## src/hw/rtl/prfc_pkg.sv

```systemverilog
// ---------------------------------------------------------------------------
// prfc_pkg: shared types and constants of the factor check unit
// Widths of the payload fields, parameter defaults, the sign codes and the
// control struct that the sequencer hands to the bit-serial Montgomery unit.
// ---------------------------------------------------------------------------
`default_nettype none
package prfc_pkg;
    localparam int ModulusBitsDefault  = 64;
    localparam int ExponentBitsDefault = 32;
    localparam int ModulusWidth        = 64;
    localparam int MultiplierWidth     = 64;
    localparam int ExponentWidth       = 32;
    localparam int SignWidth           = 2;
    localparam int Squarings           = 5;

    localparam logic [SignWidth-1:0] SignMinus = 2'b11;
    localparam logic [SignWidth-1:0] SignPlus  = 2'b01;

    typedef struct packed {
        logic start;
        logic busy;
    } t_mm_ctl;
endpackage
`default_nettype wire

```

## src/hw/rtl/prfc_mont_mul.sv

```systemverilog
// ---------------------------------------------------------------------------
// prfc_mont_mul: bit-serial Montgomery product
// Radix-2 interleaved product a*b/2^W mod p, one bit of a per cycle,
// followed by one final conditional subtract.
// ---------------------------------------------------------------------------
`default_nettype none
module prfc_mont_mul #(
    parameter int W = 64
) (
    input  wire logic                 i_clk,
    input  wire logic                 i_rst_n,
    input  wire prfc_pkg::t_mm_ctl    i_ctl,
    input  wire logic [W-1:0]         i_a,
    input  wire logic [W-1:0]         i_b,
    input  wire logic [W-1:0]         i_p,
    output logic                      o_done,
    output logic [W-1:0]              o_res
);
    import prfc_pkg::*;

    localparam int CW = $clog2(W + 1);

    logic [W-1:0] r_a;
    logic [W+1:0] r_acc;
    logic [CW-1:0] r_cnt;
    logic          r_run;
    logic          r_done;
    logic [W+1:0]  n_sum;
    logic [W+1:0]  n_half;
    logic [W+1:0]  n_sub;

    always_comb begin
        n_sum  = r_acc + ({2'b0, i_b} & {(W+2){r_a[0]}});
        n_sum  = n_sum + ({2'b0, i_p} & {(W+2){n_sum[0]}});
        n_half = n_sum >> 1;
        n_sub  = r_acc - {2'b0, i_p};
    end

    always_ff @(posedge i_clk) begin
        if (!i_rst_n) begin
            r_run  <= 1'b0;
            r_done <= 1'b0;
            r_cnt  <= '0;
        end else begin
            r_done <= 1'b0;
            if (i_ctl.start) begin
                r_run <= 1'b1;
                r_cnt <= '0;
                r_a   <= i_a;
                r_acc <= '0;
            end else if (r_run) begin
                if (r_cnt == CW'(W)) begin
                    r_run <= 1'b0;
                    r_done <= 1'b1;
                    if (!n_sub[W+1]) begin
                        r_acc <= n_sub;
                    end
                end else begin
                    r_acc <= n_half;
                    r_a   <= r_a >> 1;
                    r_cnt <= r_cnt + 1'b1;
                end
            end
        end
    end

    assign o_done = r_done;
    assign o_res  = r_acc[W-1:0];
endmodule
`default_nettype wire

```

## src/hw/rtl/prfc_mod_double.sv

```systemverilog
// ---------------------------------------------------------------------------
// prfc_mod_double: serial modular doubler
// Computes 2^W mod p by W doublings of one, one doubling per cycle.
// ---------------------------------------------------------------------------
`default_nettype none
module prfc_mod_double #(
    parameter int W = 64
) (
    input  wire logic         i_clk,
    input  wire logic         i_rst_n,
    input  wire logic         i_start,
    input  wire logic [W-1:0] i_p,
    output logic              o_done,
    output logic [W-1:0]      o_res
);
    import prfc_pkg::*;

    localparam int CW = $clog2(W + 1);

    logic [W:0]    r_v;
    logic [CW-1:0] r_cnt;
    logic          r_run;
    logic          r_done;
    logic [W:0]    n_dbl;
    logic [W:0]    n_sub;

    always_comb begin
        n_dbl = {r_v[W-1:0], 1'b0};
        n_sub = n_dbl - {1'b0, i_p};
    end

    always_ff @(posedge i_clk) begin
        if (!i_rst_n) begin
            r_run  <= 1'b0;
            r_done <= 1'b0;
            r_cnt  <= '0;
        end else begin
            r_done <= 1'b0;
            if (i_start) begin
                r_run <= 1'b1;
                r_cnt <= '0;
                r_v   <= (W+1)'(1);
            end else if (r_run) begin
                r_v   <= n_sub[W] ? n_dbl : n_sub;
                r_cnt <= r_cnt + 1'b1;
                if (r_cnt == CW'(W - 1)) begin
                    r_run  <= 1'b0;
                    r_done <= 1'b1;
                end
            end
        end
    end

    assign o_done = r_done;
    assign o_res  = r_v[W-1:0];
endmodule
`default_nettype wire

```

## src/hw/rtl/proth_riesel_factor_check_unit.sv

```systemverilog
// ---------------------------------------------------------------------------
// proth_riesel_factor_check_unit: Proth/Riesel candidate factor check
// Input word: modulus p, multiplier k, exponent n, sign. Output word:
// is_factor, bad_input. One result word per input word, valid/ready.
// Bad input (p even, p below 3, n zero) goes straight to S_OUT after accept.
// Otherwise, with L = floor(log2 n): form R = 2^W mod p by serial doubling,
// double it W more times to R^2 mod p, reduce the 64-bit k mod p bit by bit,
// then run Montgomery products (radix 2, one bit of the left operand per
// cycle): one to convert k, L squarings, one final. Each set bit of n adds
// a doubling step, a scan from bit E-1 finds the top bit of n, and S_CMP
// and S_OUT compare and load the output. One word is in work at a time;
// the next input word is accepted from the cycle after the result is loaded.
// The result sits in an output register until taken; the unit computes
// the next word meanwhile and holds it in S_OUT while the receiver stalls.
// Reset clears the state, the start strobes and the output valid flag; o_ready stays low while in reset.
// ---------------------------------------------------------------------------
`default_nettype none
module proth_riesel_factor_check_unit #(
    parameter int MODULUS_BITS  = prfc_pkg::ModulusBitsDefault,
    parameter int EXPONENT_BITS = prfc_pkg::ExponentBitsDefault
) (
    input  wire logic                                i_clk,
    input  wire logic                                i_rst_n,
    input  wire logic                                i_valid,
    output logic                                     o_ready,
    input  wire logic [prfc_pkg::ModulusWidth-1:0]   i_modulus,
    input  wire logic [prfc_pkg::MultiplierWidth-1:0] i_multiplier,
    input  wire logic [prfc_pkg::ExponentWidth-1:0]  i_exponent,
    input  wire logic signed [prfc_pkg::SignWidth-1:0] i_sign,
    output logic                                     o_valid,
    input  wire logic                                i_ready,
    output logic                                     o_is_factor,
    output logic                                     o_bad_input
);
    import prfc_pkg::*;

    localparam int W  = MODULUS_BITS;
    localparam int E  = EXPONENT_BITS;
    localparam int EC = (E > 1) ? $clog2(E) : 1;
    localparam int DC = $clog2(MultiplierWidth);

    localparam logic [3:0] S_IDLE  = 4'd0;
    localparam logic [3:0] S_RMOD  = 4'd1;
    localparam logic [3:0] S_R2    = 4'd2;
    localparam logic [3:0] S_KRED  = 4'd3;
    localparam logic [3:0] S_KCONV = 4'd4;
    localparam logic [3:0] S_FIND  = 4'd5;
    localparam logic [3:0] S_SQR   = 4'd6;
    localparam logic [3:0] S_DBL   = 4'd7;
    localparam logic [3:0] S_FINAL = 4'd8;
    localparam logic [3:0] S_CMP   = 4'd9;
    localparam logic [3:0] S_OUT   = 4'd10;

    logic [3:0]                 r_state;
    logic [W-1:0]               r_p;
    logic [MultiplierWidth-1:0] r_k;
    logic [E-1:0]               r_n;
    logic [1:0]                 r_sgn;
    logic [EC-1:0]              r_bit;
    logic [DC-1:0]              r_dcnt;
    logic [W-1:0]               r_one;
    logic [W-1:0]               r_t;
    logic [W-1:0]               r_km;
    logic [W-1:0]               r_a;
    logic                       r_start;
    logic                       r_dstart;
    logic [W-1:0]               r_opa;
    logic [W-1:0]               r_opb;
    logic                       r_ovalid;
    logic                       r_fac;
    logic                       r_bad;
    logic                       r_wfac;
    logic                       r_wbad;
    logic                       r_first;

    t_mm_ctl            mm_ctl;
    logic               mm_done;
    logic [W-1:0]       mm_res;
    logic               md_done;
    logic [W-1:0]       md_res;
    logic [W-1:0]       p_in;
    logic [E-1:0]       n_in;
    logic [W:0]         dbl;
    logic [W:0]         dbl_sub;
    logic [W-1:0]       dbl_mod;
    logic [W:0]         kdbl;
    logic [W:0]         ksub;
    logic [W-1:0]       kred;
    logic               out_free;

    assign p_in = i_modulus[W-1:0];
    assign n_in = i_exponent[E-1:0];
    assign out_free = !r_ovalid || i_ready;
    assign o_ready = (r_state == S_IDLE) && i_rst_n;

    assign mm_ctl.start = r_start;
    assign mm_ctl.busy  = (r_state != S_IDLE);

    always_comb begin
        dbl     = {r_a, 1'b0};
        dbl_sub = dbl - {1'b0, r_p};
        dbl_mod = dbl_sub[W] ? dbl[W-1:0] : dbl_sub[W-1:0];
    end

    // shift the next bit of k into the residue, MSB first
    always_comb begin
        kdbl = {r_km, r_k[MultiplierWidth-1]};
        ksub = kdbl - {1'b0, r_p};
        kred = ksub[W] ? kdbl[W-1:0] : ksub[W-1:0];
    end

    prfc_mod_double #(.W(W)) u_rmod (
        .i_clk   (i_clk),
        .i_rst_n (i_rst_n),
        .i_start (r_dstart),
        .i_p     (r_p),
        .o_done  (md_done),
        .o_res   (md_res)
    );

    prfc_mont_mul #(.W(W)) u_mm (
        .i_clk   (i_clk),
        .i_rst_n (i_rst_n),
        .i_ctl   (mm_ctl),
        .i_a     (r_opa),
        .i_b     (r_opb),
        .i_p     (r_p),
        .o_done  (mm_done),
        .o_res   (mm_res)
    );

    always_ff @(posedge i_clk) begin
        if (!i_rst_n) begin
            r_state  <= S_IDLE;
            r_start  <= 1'b0;
            r_dstart <= 1'b0;
            r_ovalid <= 1'b0;
        end else begin
            r_start  <= 1'b0;
            r_dstart <= 1'b0;
            if (r_state == S_OUT && out_free) begin
                r_ovalid <= 1'b1;
            end else if (r_ovalid && i_ready) begin
                r_ovalid <= 1'b0;
            end
            unique case (r_state)
                S_IDLE: begin
                    if (i_valid && o_ready) begin
                        r_p   <= p_in;
                        r_k   <= i_multiplier;
                        r_n   <= n_in;
                        r_sgn <= i_sign;
                        if (!p_in[0] || p_in < W'(3) || n_in == '0) begin
                            r_wfac  <= 1'b0;
                            r_wbad  <= 1'b1;
                            r_state <= S_OUT;
                        end else begin
                            r_wbad   <= 1'b0;
                            r_dstart <= 1'b1;
                            r_state  <= S_RMOD;
                        end
                    end
                end
                S_RMOD: begin
                    if (md_done) begin
                        r_one   <= md_res;
                        r_a     <= md_res;
                        r_dcnt  <= '0;
                        r_state <= S_R2;
                    end
                end
                S_R2: begin
                    // double R another W times to R^2
                    r_a <= dbl_mod;
                    if (r_dcnt == DC'(W - 1)) begin
                        r_t     <= dbl_mod;
                        r_km    <= '0;
                        r_dcnt  <= '0;
                        r_state <= S_KRED;
                    end else begin
                        r_dcnt <= r_dcnt + 1'b1;
                    end
                end
                S_KRED: begin
                    r_km <= kred;
                    r_k  <= r_k << 1;
                    if (r_dcnt == DC'(MultiplierWidth - 1)) begin
                        r_opa   <= kred;
                        r_opb   <= r_t;
                        r_start <= 1'b1;
                        r_state <= S_KCONV;
                    end else begin
                        r_dcnt <= r_dcnt + 1'b1;
                    end
                end
                S_KCONV: begin
                    if (mm_done) begin
                        r_km    <= mm_res;
                        r_bit   <= EC'(E - 1);
                        r_state <= S_FIND;
                    end
                end
                S_FIND: begin
                    if (r_n[r_bit]) begin
                        r_a     <= r_one;
                        r_state <= S_DBL;
                        r_first <= 1'b1;
                    end else begin
                        r_bit <= r_bit - 1'b1;
                    end
                end
                S_DBL: begin
                    if (r_first) begin
                        r_a     <= dbl_mod;
                        r_first <= 1'b0;
                        if (r_bit == '0) begin
                            r_opa   <= dbl_mod;
                            r_opb   <= r_km;
                            r_start <= 1'b1;
                            r_state <= S_FINAL;
                        end else begin
                            r_bit   <= r_bit - 1'b1;
                            r_opa   <= dbl_mod;
                            r_opb   <= dbl_mod;
                            r_start <= 1'b1;
                            r_state <= S_SQR;
                        end
                    end
                end
                S_SQR: begin
                    if (mm_done) begin
                        r_a <= mm_res;
                        if (r_n[r_bit]) begin
                            r_first <= 1'b1;
                            r_state <= S_DBL;
                        end else if (r_bit == '0) begin
                            r_opa   <= mm_res;
                            r_opb   <= r_km;
                            r_start <= 1'b1;
                            r_state <= S_FINAL;
                        end else begin
                            r_bit   <= r_bit - 1'b1;
                            r_opa   <= mm_res;
                            r_opb   <= mm_res;
                            r_start <= 1'b1;
                        end
                    end
                end
                S_FINAL: begin
                    if (mm_done) begin
                        r_a     <= mm_res;
                        r_state <= S_CMP;
                    end
                end
                S_CMP: begin
                    r_wfac  <= (r_a == r_one && r_sgn == SignMinus) ||
                               (r_a == r_p - r_one && r_sgn == SignPlus);
                    r_state <= S_OUT;
                end
                S_OUT: begin
                    if (out_free) begin
                        r_fac   <= r_wfac;
                        r_bad   <= r_wbad;
                        r_state <= S_IDLE;
                    end
                end
                default: r_state <= S_IDLE;
            endcase
        end
    end

    assign o_valid     = r_ovalid;
    assign o_is_factor = r_fac;
    assign o_bad_input = r_bad;

    a_no_accept_busy: assert property (@(posedge i_clk) disable iff (!i_rst_n)
        (r_state != S_IDLE) |-> !o_ready)
        else $error("accepted while busy");
    a_bad_no_fac: assert property (@(posedge i_clk) disable iff (!i_rst_n)
        (o_valid && o_bad_input) |-> !o_is_factor)
        else $error("bad input flagged as factor");
    a_start_idle: assert property (@(posedge i_clk) disable iff (!i_rst_n)
        r_start |-> (r_state != S_IDLE))
        else $error("product started while idle");
    a_out_hold: assert property (@(posedge i_clk) disable iff (!i_rst_n)
        (o_valid && !i_ready) |=>
            (o_valid && $stable(o_is_factor) && $stable(o_bad_input)))
        else $error("output overwritten");
endmodule
`default_nettype wire

```

## config.mk

```make
export PLATFORM = sky130hd
export DESIGN_NAME = proth_riesel_factor_check_unit
export DESIGN_NICKNAME = d
export VERILOG_FILES = /design/src/hw/rtl/prfc_pkg.sv /design/src/hw/rtl/prfc_mont_mul.sv /design/src/hw/rtl/prfc_mod_double.sv /design/src/hw/rtl/proth_riesel_factor_check_unit.sv
export SDC_FILE = /design/constraint.sdc
export NUM_CORES = 2
export LEC_CHECK = 0
export BUFFER_PORTS_ARGS = -buffer_cell sky130_fd_sc_hd__buf_2
export CORE_MARGIN = 1
export CORE_UTILIZATION = 40
export CTS_BUF_LIST = sky130_fd_sc_hd__clkbuf_4
export CTS_CLUSTER_DIAMETER = 150
export DETAILED_ROUTE_END_ITERATION = 12
export PLACE_DENSITY_LB_ADDON = 0.08
export SYNTH_ARGS = -nofsm -noshare
export SYNTH_HDL_FRONTEND = slang
export SYNTH_HIERARCHICAL = 1
export SYNTH_SLANG_ARGS = --single-unit
```

## constraint.sdc

```tcl
create_clock -name i_clk -period 8.1 [get_ports i_clk]
set_clock_uncertainty 0.15 [all_clocks]
set_input_delay 0.81 -clock i_clk [delete_from_list [all_inputs] [get_ports i_clk]]
set_output_delay 0.81 -clock i_clk [all_outputs]
set_load 0.05 [all_outputs]
```

### Yosys cells after proc, flatten, opt, wreduce, memory -nomap -nowiden

Index checks and enable logic that the tools add are counted.

| cells by class | value |
|---|---|
| $add $sub $neg | 11 |
| $lt $le $gt $ge | 2 |
| equal/unequal tests | 35 |
| muxes and demuxes | 81 |
| bitwise logic cells | 6 |
| reductions and logical operators | 48 |

Operators by type and width:

| kind | count |
|---|---|
| $mux W64 | 22 |
| $pmux W64 S3 | 3 |
| $pmux W64 S5 | 1 |
| $mux W66 | 3 |
| $sub A65 B64 Y65 | 3 |
| $add A66 B66 Y66 | 2 |
| $and A64 B66 Y66 | 2 |
| $eq A64 B64 Y1 | 2 |
| $pmux W64 S2 | 1 |
| $sub A66 B64 Y66 | 1 |
| $lt A64 B2 Y1 const B | 1 |
| $sub A64 B64 Y64 | 1 |
| $mux W4 | 14 |
| $pmux W4 S11 | 1 |
| $logic_not A32 Y1 | 1 |
| $mux W5 | 6 |
| $reduce_and A3 Y1 | 8 |
| $mux W1 | 21 |
| $pmux W5 S4 | 1 |
| $mux W6 | 3 |
| $ne A2 B2 Y1 const B | 9 |
| $pmux W6 S3 | 1 |
| $eq A4 B3 Y1 const B | 4 |
| $add A7 B1 Y7 const B | 2 |
| 33 further kinds | 70 |

| storage, ports and cells | value |
|---|---|
| register bits after elaboration | 781 |
| output and inout bits | 4 |

### Depth between registers and ports, before layout

| depth | value |
|---|---|
| depth in word-level cells | 6 |
| gate-level depth with buffers | 31 |
| gate-level depth less buffers | 28 |

### Modules after synthesis

The synthesis kept the hierarchy.

Modules (own cells, without submodules):

| module | times used | cells an instance | area each (µm²) |
|---|---|---|---|
| proth_riesel_factor_check_unit | 1 | 4089 | 39055.0 |
| prfc_mont_mul | 1 | 2217 | 18086.1 |
| prfc_mod_double | 1 | 929 | 7210.7 |

### Worst setup path before layout

Ideal clock, no wire load.

| path | value |
|---|---|
| kind | register -> register |
| start point | register r_bit[0] |
| end point | register r_opa[0] (enable) |
| setup time | 0.617 ns |
| arrival | 7.855 ns |
| data required time | 7.333 ns |
| path slack | -0.522 ns |
| stages on the path, launching flop included | 9 |
| path buffers | 1 |
| period minus slack after synthesis | 8.622 ns |
| path through | edfxtp_1 > buf_1 > mux4_2 > mux4_2 > mux2i_1 > a21oi_1 > a21oi_1 > o21ai_0 > nor2_1 |

| on the way | value |
|---|---|
| longest elaborated chain between the ends | 4 |

Ends and longest elaborated chain:

| element | line | source |
|---|---|---|
| start: declaration | proth_riesel_factor_check_unit.sv:59 | `logic [EC-1:0] r_bit;` |
| start signal: assignment | proth_riesel_factor_check_unit.sv:199 | `r_bit <= EC'(E - 1);` |
| start signal: assignment | proth_riesel_factor_check_unit.sv:209 | `r_bit <= r_bit - 1'b1;` |
| start signal: assignment | proth_riesel_factor_check_unit.sv:222 | `r_bit <= r_bit - 1'b1;` |
| $bmux W1 S5 | proth_riesel_factor_check_unit.sv:233 | `if (r_n[r_bit]) begin` |
| $mux W1 (implied by the code) | proth_riesel_factor_check_unit.sv:233 |  |
| $ne A2 B2 Y1 (no source line) | n/a |  |
| $reduce_and A6 Y1 (no source line) | n/a |  |
| end signal: assignment | proth_riesel_factor_check_unit.sv:223 | `r_opa <= dbl_mod;` |
| end signal: assignment | proth_riesel_factor_check_unit.sv:237 | `r_opa <= mm_res;` |
| end signal: assignment | proth_riesel_factor_check_unit.sv:243 | `r_opa <= mm_res;` |
| end: declaration | proth_riesel_factor_check_unit.sv:67 | `logic [W-1:0] r_opa;` |

No other way between the ends. The select of a mux whose other input is x is not followed.
A chain may end at the register's enable or synchronous reset.

### Worst setup path in the final report

| path | value |
|---|---|
| start point | register u_mm.r_a[0] |
| end point | register u_mm.r_acc[64], data pin |

| on the way | value |
|---|---|
| longest elaborated chain between the ends | 6 |

Ends and longest elaborated chain:

| element | line | source |
|---|---|---|
| start: declaration | prfc_mont_mul.sv:23 | `logic [W-1:0] r_a;` |
| start signal: assignment | prfc_mont_mul.sv:49 | `r_a <= i_a;` |
| start signal: assignment | prfc_mont_mul.sv:60 | `r_a <= r_a >> 1;` |
| $and A64 B66 Y66 * | prfc_mont_mul.sv:33 | `n_sum = r_acc + ({2'b0, i_b} & {(W+2){r_a[0]}});` |
| $add A66 B66 Y66 * | prfc_mont_mul.sv:33 |  |
| $and A64 B66 Y66 | prfc_mont_mul.sv:34 | `n_sum = n_sum + ({2'b0, i_p} & {(W+2){n_sum[0]}});` |
| $add A66 B66 Y66 * | prfc_mont_mul.sv:34 |  |
| $mux W66 * | prfc_mont_mul.sv:52 | `if (r_cnt == CW'(W)) begin` |
| $mux W66 * | prfc_mont_mul.sv:51 | `end else if (r_run) begin` |
| end signal: assignment | prfc_mont_mul.sv:56 | `r_acc <= n_sub;` |
| end signal: assignment | prfc_mont_mul.sv:59 | `r_acc <= n_half;` |
| end: declaration | prfc_mont_mul.sv:24 | `logic [W+1:0] r_acc;` |

Mark *: on every way between the ends. The rest lies on a longest branch, timed or not. The select of a mux whose other input is x is not followed.

==> key figures <==
Outcome
  • Run status: completed

Pwr
  • Leak: 29.2 nW
  • Pwr Total: a little under 20 mW
  • Max IR drop VDD: 0.217 mV
  • Power Dens Cells: 270 mW/mm^2

STA
  • Final Hold Vio Count: 0
  • Setup repair after global routing missed its margin: no
  • Post-Route Hold Slack: 0.172 ns
  • Max Transition Viols Final: 0
  • Slew Limit Headroom: 17.6%
  • Period Utilization, post-route: 92.3%
  • Highest Clock Rate: 134 MHz
  • Slew @ Worst Pin: approximately 1.2 ns
  • Tmin final: 7.47 ns
  • Total setup violations reported at the end of the flow: 0
  • Final worst setup slack: between 0.6 and 0.7 ns
  • Aggregate negative setup slack: 0 ns

Worst setup path
  • Data arrival time of the critical path: 8.28 ns
  • Worst Path Class, Setup: reg -> reg
  • Critical Path Fanout Max: 6
  • Largest stage delay on the critical path: 0.53 ns
  • Critical Path RT: 8.90 ns
  • Cell count along the critical path: 26
  • Most used cell, CP: sky130_fd_sc_hd__a21oi_1
  • Critical path startpoint category: flip-flop
  • Worst setup EP type: flip-flop
  • Worst path top cell family by delay: compound AO/OA/AOI/OAI gates
  • Library cell contributing the largest single delay on the critical path: sky130_fd_sc_hd__or4b_1
  • Critical path buffers and inverters: 1
  • FF-to-FF path depth: 26

Yosys
  • Top post-synthesis cells by area: sky130_fd_sc_hd__edfxtp_1 35%, sky130_fd_sc_hd__ha_1 8.7%, sky130_fd_sc_hd__a21oi_1 5.2%
  • Share of the yosys chip area belonging to registers: 36.0%
  • Post-Synthesis Net Count: 7858
  • Cell count after synthesis: 7235
  • Xor/xnor cell area share of the yosys netlist: 6.68%
  • Post-synth design cell area: 0.0644 mm^2
  • Number of distinct library cells after synthesis: 124
  • Top cell type's share of synthesized area: 35.2%
  • Dominant cell by count in the synthesized netlist: sky130_fd_sc_hd__nand2_1
  • Synthesis Warnings: 6
  • Dominant register cell in the synthesized netlist: sky130_fd_sc_hd__edfxtp_1
  • Proportion of synthesized area in mux cells: 3.69%
  • Largest family of logic cells by synthesized area: compound AO/OA/AOI/OAI gates
  • Average cell area after synthesis: about 8.9 um^2
  • Simple-gate area share of the yosys netlist: 15.8%
  • Synth top cells by count: 864 x sky130_fd_sc_hd__nand2_1, 755 x sky130_fd_sc_hd__edfxtp_1, 670 x sky130_fd_sc_hd__a21oi_1
  • Number of synthesized flops with an enable pin: 755
  • Number of register bits inferred by synthesis: 780
  • Fraction of synthesis flops using an asynchronous set or reset pin: 0%
  • Library cell occupying the most area in the post-synthesis netlist: sky130_fd_sc_hd__edfxtp_1
  • Adder-Cell Fraction of Synth Area: 8.97%
  • Share of the synthesized area in compound gates (AO/OA/AOI/OAI): 23.4%

Drt
  • Drt via density: 6.07
  • Total Wirelength: around 280000 um
  • Violation count after the first detailed-routing iteration: 6941
  • Final routed wire length divided by cell count: roughly 28 um
  • Number of remaining DRC errors: 0
  • Vias: 60.2k
  • Number of detailed-routing iterations run before antenna repair: 6
  • Antenna-violating nets left: 0

Clocking
  • Worst-skew pair later-pin latency: 1.28 ns
  • Maximum root-to-sink buffer count: 3
  • CTS clk-pin slew, worst paths: around 0.07 ns
  • Resize count post-CTS: 0
  • CTS tree: built
  • H-tree levels: 4
  • Cell chosen for the clock root: sky130_fd_sc_hd__clkbuf_4
  • Clock Sinks: 780
  • Number of clock buffers inserted by TritonCTS: 226

Floorplan
  • Starting density of the core: 40.4%
  • Die Footprint: 0.162 mm^2
  • Die Span X: 403 um
  • Vert. Die Dim: 403 um
  • Num rows: 146
  • Top-level port count: 170
  • Core Box Area: 0.159 mm^2

Placed design
  • Cell area after placement: 0.0671 mm^2
  • Placed insts: 9258
  • Final HPWL from detailed placement: 222000 um
  • Worst-case setup slack after placement: 0.833 ns
  • IO Port Bufs: around 170
  • Gp weighted congestion: 1.01

GRT
  • Initial antenna violation count: 22
  • Total global-route track usage: 33.6%
  • Global-route wire length before repair: 398000 um
  • Via count of the first global-routing pass: 56.9k
  • Pin count of the biggest net entering global routing: 109
  • Global route overflow: 0

Layout
  • Design area: 0.0724 mm^2
  • Layout net count: 8215
  • Post-route core utilization: between 40 and 50%
  • Share of cells above drive strength 1: 10.7%
  • Post-layout instance count excluding filler cells: 9913
  • Area delta synth->final: 12.5%

Flow run
  • Maximum Capacitance Violations: 0

Worst hold path
  • Instance count along the most critical hold path: 2
  • Hold Crit Class: in -> reg
kinds of logic after synthesis:
| kind of cell | count (synthesis) |
|---|---|
| AO/OA/AOI/OAI | 2335 |
| XOR/XNOR | 490 |
| adder cells (fa/ha/maj) | 457 |
| buffers and inverters | 824 |
| flip-flops | 780 |
| multiplexers | 215 |
| AND/OR/NAND/NOR | 2134 |
path summary, 6_finish.rpt:
path                               startpoint             end  slack [ns]
worst max-delay path              u_mm/r_a[0]  u_mm/r_acc[64]        0.63
worst min-delay path            i_modulus[63]         r_p[63]        0.17
worst max register to register    u_mm/r_a[0]  u_mm/r_acc[64]        0.63
worst min register to register         r_wfac     o_is_factor        0.28
registers in the layout (all words and copies together), names as in the netlist, 64 cells and up:
register,count
r_a,64
r_one,64
r_t,64
r_km,64
r_p,64
r_opb,64
u_mm/r_a,64
r_opa,64
u_mm/r_acc,65
r_k,64
u_rmod/r_v,64
cells in the final DEF, fill, tap and decap left out, types with 126 or more instances in the layout:
cell	netlist	final
sky130_fd_sc_hd__nand2_1	864	863
sky130_fd_sc_hd__edfxtp_1	755	755
sky130_fd_sc_hd__a21oi_1	670	666
sky130_fd_sc_hd__ha_1	450	450
sky130_fd_sc_hd__inv_1	420	420
sky130_fd_sc_hd__nor2_1	400	395
sky130_fd_sc_hd__o21ai_0	392	391
sky130_fd_sc_hd__clkbuf_4	0	322
sky130_fd_sc_hd__xnor2_1	281	281
sky130_fd_sc_hd__a21o_1	260	259
sky130_fd_sc_hd__dlygate4sd3_1	0	252
sky130_fd_sc_hd__xor2_1	208	207
sky130_fd_sc_hd__buf_2	34	169
sky130_fd_sc_hd__and2_1	167	167
sky130_fd_sc_hd__o21ai_1	145	146
sky130_fd_sc_hd__nand4_1	140	140
sky130_fd_sc_hd__mux2i_1	126	126
area by class of cell:
type	instances	area, um^2
Multi-Input combinational cell	5631	37900
Timing Repair Buffer	529	4240
Inverter	424	1590
Antenna cell	11	27.5
Clock inverter	70	354
Tap cell	2146	2690
Clock buffer	322	2420
Fill cell	15800	86700
Sequential cell	780	23200
power by group:
group	internal, mW	switching (mW)
combinational	3.32	6.63
clock	1.85	1.86
sequential	5.27	0.637
total	10.4	9.13
per-layer routing:
layer,GRT usage [%],up-vias,share of wire [%],wire length [um]
met1,50.7,29400,47,132000
met3,7.38,357,9.5,26600
met4,11.9,0,3.5,9830
li1,-,27600,-,-
met2,46.3,2772,40,112000
met5,0,-,0,0
timing repair:
| item | 4_1_cts | 5_1_grt |
|---|---|---|
| endpoints found under the hold margin | 206 | 0 |
| hold buffers | 252 | 0 |
| setup buffers | 0 | 0 |
Power figures use the tool's default switching activity.
